**config.mk**
```make
export PLATFORM = sky130hd
export DESIGN_NAME = diag_frame_deframer_top
export DESIGN_NICKNAME = d
export VERILOG_FILES = /design/src/dfd_pkg.sv /design/src/diag_frame_deframer_top.sv
export SDC_FILE = /design/constraint.sdc
export NUM_CORES = 1
export LEC_CHECK = 0
export BUFFER_PORTS_ARGS = -buffer_cell sky130_fd_sc_hd__buf_2
export CAP_MARGIN = 20
export CORE_MARGIN = 1.5
export CORE_UTILIZATION = 43
export CTS_CLUSTER_DIAMETER = 30
export DETAILED_ROUTE_END_ITERATION = 10
export PLACE_DENSITY = 0.63
export SETUP_SLACK_MARGIN = 0.1
export SKIP_LAST_GASP = 1
export SYNTH_ARGS = -nofsm -noshare
export SYNTH_HDL_FRONTEND = slang
export SYNTH_SLANG_ARGS = --single-unit
```
**constraint.sdc**
```tcl
create_clock -name clk_i -period 10.24 [get_ports clk_i]
set_input_delay 2.56 -clock clk_i [delete_from_list [all_inputs] [get_ports clk_i]]
set_output_delay 2.56 -clock clk_i [all_outputs]
set_load 0.01 [all_outputs]
```
**src/dfd_pkg.sv**
```systemverilog
`default_nettype none

package dfd_pkg;

  // Frame layout defaults.
  localparam int unsigned DefPreambleLen = 4;
  localparam int unsigned DefHeaderLen   = 8;

  // Framing marks and the fixed postamble length.
  localparam logic [7:0] MarkPre  = 8'h7E;
  localparam logic [7:0] MarkPost = 8'h6E;
  localparam logic [9:0] PostLen  = 10'd4;

  // Register reset values.
  localparam logic [9:0]  HuntTimeoutRst = 10'd500;
  localparam logic [10:0] GapTimeoutRst  = 11'd500;

  // Configuration register indexes.
  localparam logic RegHuntTimeout = 1'b0;
  localparam logic RegGapTimeout  = 1'b1;

  // Request types.
  localparam logic ReqByte = 1'b0;
  localparam logic ReqTick = 1'b1;

  // Result kinds.
  localparam logic [1:0] KindHeader  = 2'd0;
  localparam logic [1:0] KindContent = 2'd1;
  localparam logic [1:0] KindStatus  = 2'd2;

  // Frame end status codes.
  localparam logic [2:0] StOk           = 3'd0;
  localparam logic [2:0] StHuntTimeout  = 3'd1;
  localparam logic [2:0] StShortHeader  = 3'd2;
  localparam logic [2:0] StShortContent = 3'd3;
  localparam logic [2:0] StShortPost    = 3'd4;
  localparam logic [2:0] StBadPost      = 3'd5;

  typedef struct packed {
    logic       req_type;
    logic [7:0] rx_byte;
  } dfd_in_t;

  typedef struct packed {
    logic [1:0]  out_kind;
    logic [10:0] byte_index;
    logic [7:0]  data_byte;
    logic [2:0]  status;
    logic [9:0]  expected_count;
    logic [9:0]  received_count;
  } dfd_out_t;

endpackage

`default_nettype wire

```
**src/diag_frame_deframer_top.sv**
```systemverilog
`default_nettype none

// Deframer for a diagnostic byte stream. Each request is either a received byte or
// one 2 ms tick. The block hunts for PREAMBLE_LEN consecutive 0x7E bytes, then passes
// on HEADER_LEN header bytes and, with header byte 0 times four as the length, the
// content bytes, each as one result. Four postamble bytes end the frame with one
// status result (ok or bad postamble). Too many ticks while hunting give a hunt
// timeout; a run of idle ticks after the preamble gives a short-read status. After
// every status the block hunts again. A request is taken in every cycle and its
// result, if any, appears in the output register on the next cycle; the only limit
// is that output register, which stalls input while a result waits to be taken.
// The configuration port is always ready.
module diag_frame_deframer_top #(
  parameter int unsigned PREAMBLE_LEN = dfd_pkg::DefPreambleLen,
  parameter int unsigned HEADER_LEN   = dfd_pkg::DefHeaderLen
) (
  input  wire logic             clk_i,
  input  wire logic             rst_ni,
  input  wire logic             in_valid_i,
  output      logic             in_ready_o,
  input  wire dfd_pkg::dfd_in_t in_data_i,
  output      logic             out_valid_o,
  input  wire logic             out_ready_i,
  output      dfd_pkg::dfd_out_t out_data_o,
  input  wire logic             cfg_valid_i,
  output      logic             cfg_ready_o,
  input  wire logic             cfg_index_i,
  input  wire logic [10:0]      cfg_data_i
);
  import dfd_pkg::*;

  typedef enum logic [1:0] {
    PhHunt,
    PhHead,
    PhBody,
    PhPost
  } phase_e;

  phase_e      phase_q, phase_d;
  logic [2:0]  pre_run_q, pre_run_d;
  logic [9:0]  hunt_ticks_q, hunt_ticks_d;
  logic [10:0] gap_ticks_q, gap_ticks_d;
  logic [9:0]  count_q, count_d;
  logic [9:0]  content_len_q, content_len_d;
  logic        post_good_q, post_good_d;
  logic [9:0]  hunt_timeout_q;
  logic [10:0] gap_timeout_q;
  logic        out_valid_q;
  dfd_out_t    out_q;

  logic        in_fire;
  logic        res_valid;
  dfd_out_t    res;
  logic [10:0] hunt_next;
  logic [11:0] gap_next;
  logic [9:0]  count_inc;
  logic [2:0]  pre_inc;

  assign in_ready_o  = !out_valid_q || out_ready_i;
  assign in_fire     = in_valid_i && in_ready_o;
  assign cfg_ready_o = 1'b1;
  assign out_valid_o = out_valid_q;
  assign out_data_o  = out_q;

  assign hunt_next = {1'b0, hunt_ticks_q} + 11'd1;
  assign gap_next  = {1'b0, gap_ticks_q} + 12'd1;
  assign count_inc = count_q + 10'd1;
  assign pre_inc   = pre_run_q + 3'd1;

  // Next state and result for one request.
  always_comb begin
    phase_d       = phase_q;
    pre_run_d     = pre_run_q;
    hunt_ticks_d  = hunt_ticks_q;
    gap_ticks_d   = gap_ticks_q;
    count_d       = count_q;
    content_len_d = content_len_q;
    post_good_d   = post_good_q;
    res_valid     = 1'b0;
    res           = '0;

    if (in_data_i.req_type == ReqTick) begin
      if (phase_q == PhHunt) begin
        if (hunt_next > {1'b0, hunt_timeout_q}) begin
          res_valid          = 1'b1;
          res.out_kind       = KindStatus;
          res.status         = StHuntTimeout;
          res.expected_count = 10'(PREAMBLE_LEN);
          res.received_count = {7'd0, pre_run_q};
        end else begin
          hunt_ticks_d = hunt_next[9:0];
        end
      end else if (gap_next > {1'b0, gap_timeout_q}) begin
        res_valid          = 1'b1;
        res.out_kind       = KindStatus;
        res.received_count = count_q;
        case (phase_q)
          PhHead: begin
            res.status         = StShortHeader;
            res.expected_count = 10'(HEADER_LEN);
          end
          PhBody: begin
            res.status         = StShortContent;
            res.expected_count = content_len_q;
          end
          default: begin
            res.status         = StShortPost;
            res.expected_count = PostLen;
          end
        endcase
      end else begin
        gap_ticks_d = gap_next[10:0];
      end
    end else begin
      case (phase_q)
        PhHunt: begin
          if (in_data_i.rx_byte == MarkPre) begin
            pre_run_d = pre_inc;
            if (pre_inc >= 3'(PREAMBLE_LEN)) begin
              phase_d     = PhHead;
              count_d     = '0;
              gap_ticks_d = '0;
            end
          end else begin
            pre_run_d = '0;
          end
        end
        PhHead: begin
          gap_ticks_d    = '0;
          res_valid      = 1'b1;
          res.out_kind   = KindHeader;
          res.byte_index = {1'b0, count_q};
          res.data_byte  = in_data_i.rx_byte;
          if (count_q == '0) begin
            content_len_d = {in_data_i.rx_byte, 2'b00};
          end
          count_d = count_inc;
          if (count_inc >= 10'(HEADER_LEN)) begin
            count_d = '0;
            phase_d = (content_len_d == '0) ? PhPost : PhBody;
          end
        end
        PhBody: begin
          gap_ticks_d    = '0;
          res_valid      = 1'b1;
          res.out_kind   = KindContent;
          res.byte_index = 11'(HEADER_LEN) + {1'b0, count_q};
          res.data_byte  = in_data_i.rx_byte;
          count_d        = count_inc;
          if (count_inc >= content_len_q) begin
            count_d = '0;
            phase_d = PhPost;
          end
        end
        default: begin
          gap_ticks_d = '0;
          if (in_data_i.rx_byte != MarkPost) begin
            post_good_d = 1'b0;
          end
          count_d = count_inc;
          if (count_inc >= PostLen) begin
            res_valid          = 1'b1;
            res.out_kind       = KindStatus;
            res.status         = (post_good_d) ? StOk : StBadPost;
            res.expected_count = PostLen;
            res.received_count = PostLen;
          end
        end
      endcase
    end

    // Every frame end returns to the hunt with cleared counters.
    if (res_valid && res.out_kind == KindStatus) begin
      phase_d       = PhHunt;
      pre_run_d     = '0;
      hunt_ticks_d  = '0;
      gap_ticks_d   = '0;
      count_d       = '0;
      content_len_d = '0;
      post_good_d   = 1'b1;
    end
  end

  // State, registers and the output register.
  always_ff @(posedge clk_i or negedge rst_ni) begin
    if (!rst_ni) begin
      phase_q        <= PhHunt;
      pre_run_q      <= '0;
      hunt_ticks_q   <= '0;
      gap_ticks_q    <= '0;
      count_q        <= '0;
      content_len_q  <= '0;
      post_good_q    <= 1'b1;
      hunt_timeout_q <= HuntTimeoutRst;
      gap_timeout_q  <= GapTimeoutRst;
      out_valid_q    <= 1'b0;
      out_q          <= '0;
    end else begin
      if (cfg_valid_i) begin
        if (cfg_index_i == RegHuntTimeout) begin
          hunt_timeout_q <= cfg_data_i[9:0];
        end else begin
          gap_timeout_q <= cfg_data_i;
        end
      end
      if (in_fire) begin
        phase_q       <= phase_d;
        pre_run_q     <= pre_run_d;
        hunt_ticks_q  <= hunt_ticks_d;
        gap_ticks_q   <= gap_ticks_d;
        count_q       <= count_d;
        content_len_q <= content_len_d;
        post_good_q   <= post_good_d;
        out_valid_q   <= res_valid;
        if (res_valid) begin
          out_q <= res;
        end
      end else if (out_ready_i) begin
        out_valid_q <= 1'b0;
      end
    end
  end

  // A status result always sends the block back to the hunt.
  a_status_to_hunt : assert property (@(posedge clk_i) disable iff (!rst_ni)
    in_fire && res_valid && res.out_kind == KindStatus |=> phase_q == PhHunt)
    else $error("status result did not return to hunt");

  // Header results stay inside the header.
  a_header_index : assert property (@(posedge clk_i) disable iff (!rst_ni)
    out_valid_q && out_q.out_kind == KindHeader |-> out_q.byte_index < 11'(HEADER_LEN))
    else $error("header byte index out of range");

  // Content results follow the header.
  a_content_index : assert property (@(posedge clk_i) disable iff (!rst_ni)
    out_valid_q && out_q.out_kind == KindContent |-> out_q.byte_index >= 11'(HEADER_LEN))
    else $error("content byte index inside header");

  // The content phase is entered only with a nonzero length.
  a_body_len : assert property (@(posedge clk_i) disable iff (!rst_ni)
    phase_q == PhBody |-> content_len_q != '0 && count_q < content_len_q)
    else $error("content phase with bad length or count");

  // Within the header the count stays below the header length.
  a_head_count : assert property (@(posedge clk_i) disable iff (!rst_ni)
    phase_q == PhHead |-> count_q < 10'(HEADER_LEN))
    else $error("header count out of range");

endmodule

`default_nettype wire
```
* Word-level counts from Yosys, hierarchy flattened
Index checks and enable logic that the tools add are counted.
Word-level totals: bits in registers 113, input bits 26, logic and storage cells 133
Cells by class: $add $sub $neg 5, $lt $le $gt $ge 6, equality and inequality tests 14, multiplexer cells 66, bitwise logic cells 1, reduce and logical (&&, ||, !) cells 25
Operators by type and width (count):
- $mux W10 | 16
- $mux W23 | 5
- $mux W11 | 7
- $pmux W19 S2 | 1
- $pmux W10 S3 | 1
- $pmux W13 S2 | 1
- $mux W2 | 11
- $mux W21 | 1
- $logic_not A10 Y1 | 2
- $mux W19 | 1
- $mux W3 | 5
- $mux W1 | 14
- $add A11 B1 Y12 const B | 1
- $gt A12 B11 Y1 | 1
- $add A10 B1 Y11 const B | 1
- $add A4 B10 Y11 const A | 1
- $gt A11 B10 Y1 | 1
- $add A10 B1 Y10 const B | 1
- $ge A10 B10 Y1 | 1
- $ge A10 B3 Y1 const B | 1
- $ge A10 B4 Y1 const B | 1
- $reduce_and A3 Y1 | 3
- $eq A8 B7 Y1 const B | 1
- $ne A8 B7 Y1 const B | 1
- other kinds (24) | 38

* Logic depth before layout (Yosys ltp)
Gate-level depths: netlist of the first run.
depth in word-level cells 10, mapped depth 15

* Least setup slack after synthesis of the first run
Ideal clock, no wire load.
path kind input-to-output, start point input port out_ready_i, end point output port in_ready_o, arrival time 2751 ps, data required time 7680 ps, slack 4929 ps, cell stages on the path 1, path buffers 0, cells stage by stage nand2b_1
Between the ends: longest elaborated chain between the ends 1
Ends and longest elaborated chain:
- from (decl) | line diag_frame_deframer_top.sv:23 | input wire logic out_ready_i,
- $logic_or A1 B1 Y1 | line diag_frame_deframer_top.sv:59 | assign in_ready_o = !out_valid_q || out_ready_i;
- to (decl) | line diag_frame_deframer_top.sv:20 | output logic in_ready_o,
No other way between the ends.

* Final worst setup path of the first run
Same ends and word-level chain as after synthesis.

==> flow_summary.json, run 1 <==
{
  "syn_to_final_growth_pct": 14.7,
  "first_global_vias": 5594,
  "synth_seq_cells": 113,
  "cts_hold_buffers": 0,
  "grt_max_degree": 61,
  "rows": 45,
  "p_clk_share_pct": 32.1,
  "cap_violations": 0,
  "portBuffers": 71,
  "post-cts-setup-buffers": 0,
  "antenna_found_initial": 1,
  "p_sw_share_pct": 38.0,
  "post_drt_wl_per_cell_um": 17.8,
  "core-area_mm2": 0.0152,
  "finalClockSkew_ns": 0.00940,
  "routed_wl_um": 17000,
  "critPathCaptureType": "output port",
  "viasPerCell": 5.88,
  "drt_pass1_iterations": 5,
  "insertion_delay_ns": 0.42,
  "dpl_worst_slack_ns": 4.71,
  "p_sw_uw": 664,
  "syn-mean-instance-area_um2": 9.48,
  "path_max_fanout": 4,
  "overflow": 0,
  "p_comb_share_pct": 34.1,
  "worst_pin_slew_ns": 1.04,
  "slew_headroom_pct": 30.6,
  "clkTransAtPathRegs_ns": 0.06,
  "root_buffer": "clkbuf_16",
  "die_x_um": 128,
  "hold_viol": 0,
  "power.share.sequential_pct": 33.8,
  "synth_cells": 704,
  "drt_iter0_markers": 404,
  "hold_ws_ns": 0.480,
  "final_util_pct": 50.4,
  "cts_buffers": 17,
  "grt_usage_pct": 21.6,
  "leakage_nw": 3.60,
  "crit_path_start_kind": "input pin",
  "syn_area_mm2": 0.00668,
  "hpwl_um": 12600,
  "gp_congestion": 0.850,
  "syn_nets": 773,
  "cts_tree": "yes",
  "rsz0062_at_grt": "false",
  "ys.warnings.count": 0,
  "p_int_mw": 1.08,
  "io_pins": 73,
  "start_util_pct": 43.9,
  "clock-sinks": 113,
  "async_reset_ff_share_pct": 100,
  "finalMaxSlewViolations": 0,
  "die_area_mm2": 0.0163,
  "via_count": 5632,
  "cts_max_level": 4,
  "cp.arrival_ns": 2.97,
  "required_ns": 7.68,
  "fmax_ghz": 0.181,
  "setup_tns_ns": 0,
  "run_status": "finished, final reports clean",
  "grt_pass1_wl_um": 27400,
  "power_density_mw_per_mm2": 228,
  "setup_ws_ns": 4.71,
  "ir_drop_v": 0.000138,
  "drc_errors": 0,
  "hold_class": "reg -> reg",
  "clockBufferDepth": 2,
  "yosysSeqAreaShare_pct": 42.6,
  "final_nets": 826,
  "setup_viol": 0,
  "ys.flop_type": "dfrtp_1",
  "synth-edff-count": 0,
  "drtAntennaViolNets": 0,
  "period_share_pct": 54.0,
  "fin_crit_ns": 5.53,
  "drive_gt1_share_pct": 19.8,
  "path_class": "in -> out",
  "ys_types": 71,
  "post_cts_resized": 0,
  "die_h_um": 128
}
final timing paths:
kind,cells after the start,endpoint,start,slack [ns]
hold reg to reg,1,out_data_o[0],out_data_o[0],0.48
setup reg to reg,12,out_data_o[39],gap_ticks_q[0],5.85
min in group asynchronous,1,out_data_o[30],rst_ni,2.16
setup / recovery,3,in_ready_o,out_ready_i,4.71
max in group asynchronous,2,out_data_o[40],rst_ni,6.84
hold / removal,1,out_data_o[0],out_data_o[0],0.48
logic make-up (layout without fill, tap and decap cells):
family                   Yosys count  in the layout  synth area share [%]
adder cells (fa/ha/maj)           43             43                  8.06
other                              1              2                0.0562
multiplexers                      26             26                  4.31
AND/OR/NAND/NOR                  203            203                  15.6
AO/OA/AOI/OAI                    201            201                  20.4
buffers and inverters             94            159                  5.94
XOR/XNOR                          23             23                  3.02
flip-flops                       113            113                  42.6
power by group through the flow:
| stage | Sequential, mW | Clock (mW) | Combinational [mW] |
|---|---|---|---|
| detailed placement | 0.598 | 0 | 0.590 |
| finish | 0.591 | 0.561 | 0.596 |
| global placement | 0.595 | 0 | 0.562 |
| floorplan | 0.585 | 0 | 0.435 |
| global route | 0.603 | 0.589 | 0.665 |
| CTS | 0.591 | 0.570 | 0.592 |
registers in the layout, indices dropped and copies added, names as in the netlist:
name,count
content_len_q,10
count_q,10
gap_ticks_q,11
gap_timeout_q,11
hunt_ticks_q,10
hunt_timeout_q,10
out_data_o,44
out_valid_o,1
phase_q,2
post_good_q,1
pre_run_q,3
cell usage in the layout (no fill, tap or decap), types with 5 or more instances in the layout:
| cell type | n |
|---|---|
| a22oi_1 | 7 |
| dfrtp_1 | 100 |
| a31oi_1 | 10 |
| dfstp_2 | 13 |
| nor4_1 | 7 |
| a21o_1 | 7 |
| clkbuf_16 | 17 |
| o22ai_1 | 6 |
| buf_2 | 70 |
| xnor2_1 | 16 |
| xor2_1 | 7 |
| inv_1 | 56 |
| clkinvlp_4 | 5 |
| nand4_1 | 19 |
| nor2_1 | 18 |
| mux2_2 | 22 |
| a211oi_1 | 9 |
| nor2b_1 | 7 |
| a22o_1 | 17 |
| nand2_1 | 74 |
| and3_1 | 12 |
| a21oi_1 | 27 |
| ha_1 | 43 |
| o21ai_0 | 75 |
| nor3_1 | 10 |
| nand3_1 | 25 |
cell usage after synthesis, types with 9 or more instances:
cell type	instances	share of area [%]
inv_1	56	3.1
a22o_1	17	2.2
dfstp_2	13	5.1
nand4_1	19	1.8
o21ai_0	75	5.6
mux2_2	22	3.7
dfrtp_1	100	37
and3_1	12	1.1
nand2_1	74	4.2
nand3_1	25	1.9
a21oi_1	27	2.0
a31oi_1	10	0.94
ha_1	43	8.1
clkbuf_1	24	1.3
nor3_1	10	0.75
xnor2_1	16	2.1
nor2_1	18	1.0
a211oi_1	9	1.0
critical path, cell delays in order:
cell and delay, ns:
buf_2 0.09, nand2b_1 0.17, buf_2 0.15
area by class of cell:
| cell class | count | area (um^2) |
|---|---|---|
| antenna | 1 | 2.50 |
| clock inverter | 11 | 108 |
| timing repair buffer | 72 | 365 |
| tap | 188 | 235 |
| multi-input combinational | 497 | 3440 |
| sequential | 113 | 2840 |
| clock buffer | 20 | 457 |
| fill | 1415 | 7540 |
| inverter | 56 | 210 |
metrics by stage:
step / instance area, um^2 / total power, mW / cells
after floorplan: 6680 / 1.02 / 704
after global placement: 7090 / 1.16 / 926
after detailed placement: 7090 / 1.19 / 926
after CTS: 7650 / 1.75 / 957
after global routing: 7650 / 1.86 / 957
final: 7660 / 1.75 / 958
per-layer routing:
metal,part of all wire (%),track usage (%),wire length [um],vias up
met1,43,26.9,7410,2793
li1,-,-,-,2659
met4,1.4,7.60,238,0
met2,50,36.6,8540,159
met3,5.0,5.36,858,21
met5,0,0,0,-
(Power assumes the default switching activity.)
==> run 2: changes to the inputs <==
ABC_AREA = 1   (was unset)
PLACE_DENSITY = 0.65   (was 0.63)
clock period = 4.75 ns   (was 10.24 ns; I/O delays follow)
==> flow_summary.json, run 2 <==
{
  "run_status": "finished, final reports clean",
  "drc_errors": 0,
  "die_area_mm2": 0.0169,
  "crit_chain": "ha_1, nand2_1, nor4_1, nand2_1, xnor2_1, ha_1, nand3_1, nor3_1, nand2_1, nand3_1, nand2_1, nand2_1, nand2_1, nand3_2, nand4_2, a21oi_1, nand2_1, o21ai_1",
  "synth_top_cell_area_share_pct": 36.2,
  "synth_simple_gate_area_share_pct": 27.4,
  "required_ns": 5.08,
  "final_area_mm2": 0.00800,
  "yosysMostFrequentCell": "nand2_1",
  "ir_drop_v": 0.000295,
  "p_sw_share_pct": 41.7,
  "gp_congestion": 0.871,
  "r2r_end": "hunt_ticks_q[7]",
  "drt_iter0_markers": 352,
  "setup_tns_ns": 0,
  "hold_ws_ns": 0.471,
  "cap_violations": 0,
  "rows": 46,
  "synth.area.top_cells": "dfrtp_1 36%, nand2_1 12%, ha_1 7.8%, inv_1 5.9%, nand3_1 5.8%",
  "wl_met1_um": 8100,
  "fin_crit_ns": 4.01,
  "final_cell_mix": "230 x nand2_1, 108 x inv_1, 100 x dfrtp_1",
  "insertion_delay_ns": 0.42,
  "async_reset_ff_share_pct": 100,
  "syn-mean-instance-area_um2": 7.84,
  "dr_wl_met2_um": 7440,
  "path_max_fanout": 11,
  "period_share_pct": 84.5,
  "synth_commonest_cells": "230 x nand2_1, 108 x inv_1, 100 x dfrtp_1",
  "cp_common_cell": "nand2_1",
  "setup_viol": 0,
  "p_sw_mw": 1.80,
  "final_nets": 1016,
  "grt_usage_pct": 21.1,
  "ys.warnings.count": 0,
  "synth_top_family_by_area": "simple AND/OR/NAND/NOR gates",
  "drt_pass1_iterations": 5,
  "cp-endpoint": "hunt_ticks_q[7]",
  "cts_tree": "yes",
  "synth-edff-count": 0,
  "cts_buffers": 17,
  "r2r_start": "gap_ticks_q[0]",
  "layout_commonest_cell": "nand2_1",
  "antenna_found_initial": 0,
  "p_comb_share_pct": 40.9,
  "finalClockSkew_ns": 0.00974,
  "instances_no_fill": 1176,
  "critPathCaptureType": "flop",
  "die_x_um": 130,
  "critPathMaxStageDelay_ns": 0.63,
  "ys_types": 53,
  "post_drt_wl_per_cell_um": 14.0,
  "synthXorXnorAreaFrac_pct": 2.15,
  "synth_seq_cells": 113,
  "p_int_mw": 2.51,
  "synth_largest_area_cell": "dfrtp_1",
  "critPathTopFamily": "simple AND/OR/NAND/NOR gates",
  "regToRegSetupSlack_ns": 0.74,
  "first_global_vias": 5580,
  "diodes": 0,
  "drtAntennaViolNets": 0,
  "place_area_mm2": 0.00742,
  "startpoint": "gap_ticks_q[0]",
  "power_density_mw_per_mm2": 539,
  "hold_class": "reg -> reg",
  "cp.depth": 18,
  "rsz0062_at_grt": "false",
  "path_class": "reg -> reg",
  "overflow": 0,
  "routed_wl_um": 16500,
  "syn_nets": 951,
  "io_pins": 73,
  "crit_path_start_kind": "flop",
  "post_cts_resized": 0,
  "post-cts-setup-buffers": 0,
  "grt_max_degree": 68,
  "cts_max_level": 4,
  "fill_cells": 1536,
  "power.total_mw": 4.31,
  "synth_cells": 882,
  "synthMuxAreaShare_pct": 0,
  "syn_to_final_growth_pct": 15.6,
  "clkTransAtPathRegs_ns": 0.05,
  "path_buf_inv": 0,
  "worst_pin_slew_ns": 0.870,
  "grt_pass1_wl_um": 27800,
  "synthAdderAreaFrac_pct": 7.78,
  "synth_compound_area_share_pct": 12.7,
  "viasPerCell": 5.00,
  "clockBufferDepth": 2,
  "top_layer": "met4",
  "portBuffers": 71,
  "slew_headroom_pct": 42.0,
  "leakage_nw": 4.20,
  "clock-sinks": 113,
  "cts_hold_buffers": 0,
  "fmax_ghz": 0.249,
  "largest_reg_flops": 44,
  "root_buffer": "clkbuf_16",
  "syn_area_mm2": 0.00692,
  "drive_gt1_share_pct": 18.1,
  "cp.arrival_ns": 4.35,
  "p_clk_share_pct": 28.6,
  "wl_met3_um": 633,
  "core-area_mm2": 0.0158,
  "hpwl_um": 12100,
  "die_h_um": 130,
  "power.share.sequential_pct": 30.5,
  "start_util_pct": 43.7,
  "yosysSeqAreaShare_pct": 41.1,
  "finalMaxSlewViolations": 0,
  "place_inst": 1144,
  "r2r_cells": 18,
  "hold_viol": 0,
  "via_count": 5881,
  "ys.flop_type": "dfrtp_1",
  "worst_path_max_delay_cell": "a21oi_1"
}
run 2: cell count changes in the layout (fill, tap and decap cells not counted), sizes merged, moves of 14 or more:
cell	delta
nor2	+46
inv	+64
mux2	-22
nand3	+59
xnor2	-14
nand2	+167
a22o	-17
run 2: area by class of cell:
cell class                      count  area (um^2)  area share, %
Timing Repair Buffer               76          395           4.94
Tap cell                          216          270           3.38
Clock buffer                       21          514           6.43
Multi-Input combinational cell    621         3460           43.3
Clock inverter                     11         66.3          0.829
Inverter                          118          445           5.57
Sequential cell                   113         2840           35.6
run 2: worst min path at each step:
stage / endpoint / cells after the start / slack (ns) / start
after floorplan: gap_timeout_q[1] / 2 / 0.45 / gap_timeout_q[1]
after global placement: out_data_o[25] / 2 / 0.46 / out_data_o[25]
after detailed placement: out_data_o[25] / 2 / 0.46 / out_data_o[25]
after CTS: out_data_o[25] / 2 / 0.48 / out_data_o[25]
after global routing: out_data_o[26] / 2 / 0.49 / out_data_o[26]
final: out_data_o[25] / 2 / 0.47 / out_data_o[25]
run 2: kinds of logic (layout without fill, tap and decap cells):
kind of cell	count (synthesis)	count (layout)
adders and majority gates	43	43
AOI/OAI and AO/OA	142	142
DFF	113	113
other	1	1
xor gates and xnor gates	17	17
buffers and inverters	148	226
and+or+nand+nor	418	418
run 2: stage by stage:
stage	utilization [%]	setup slack, ns
final	50.5	0.738
after floorplan	-	1.57
after CTS	50.5	0.780
after global routing	50.5	0.271
after global placement	46.9	0.841
after detailed placement	46.9	0.787
run 2: power groups by stage:
stage,Sequential [mW],Combinational (mW),Clock (mW)
6_report,1.31,1.76,1.23
3_5_place_dp,1.32,1.75,0
4_1_cts,1.31,1.76,1.25
2_1_floorplan,1.31,1.34,0
3_3_place_gp,1.32,1.73,0
5_1_grt,1.34,2.02,1.30
run 2: tightest hold or removal path, cell delays in order (launching register included):
cell,delay (ns)
dfrtp_1,0.33
nand2_1,0.05
nand2_1,0.05
run 2: routing by layer:
layer | vias up | GRT usage, %
met5 | - | 0
met4 | 0 | 7.84
met3 | 26 | 3.85
met2 | 119 | 32.2
met1 | 2724 | 29.9
li1 | 3012 | -
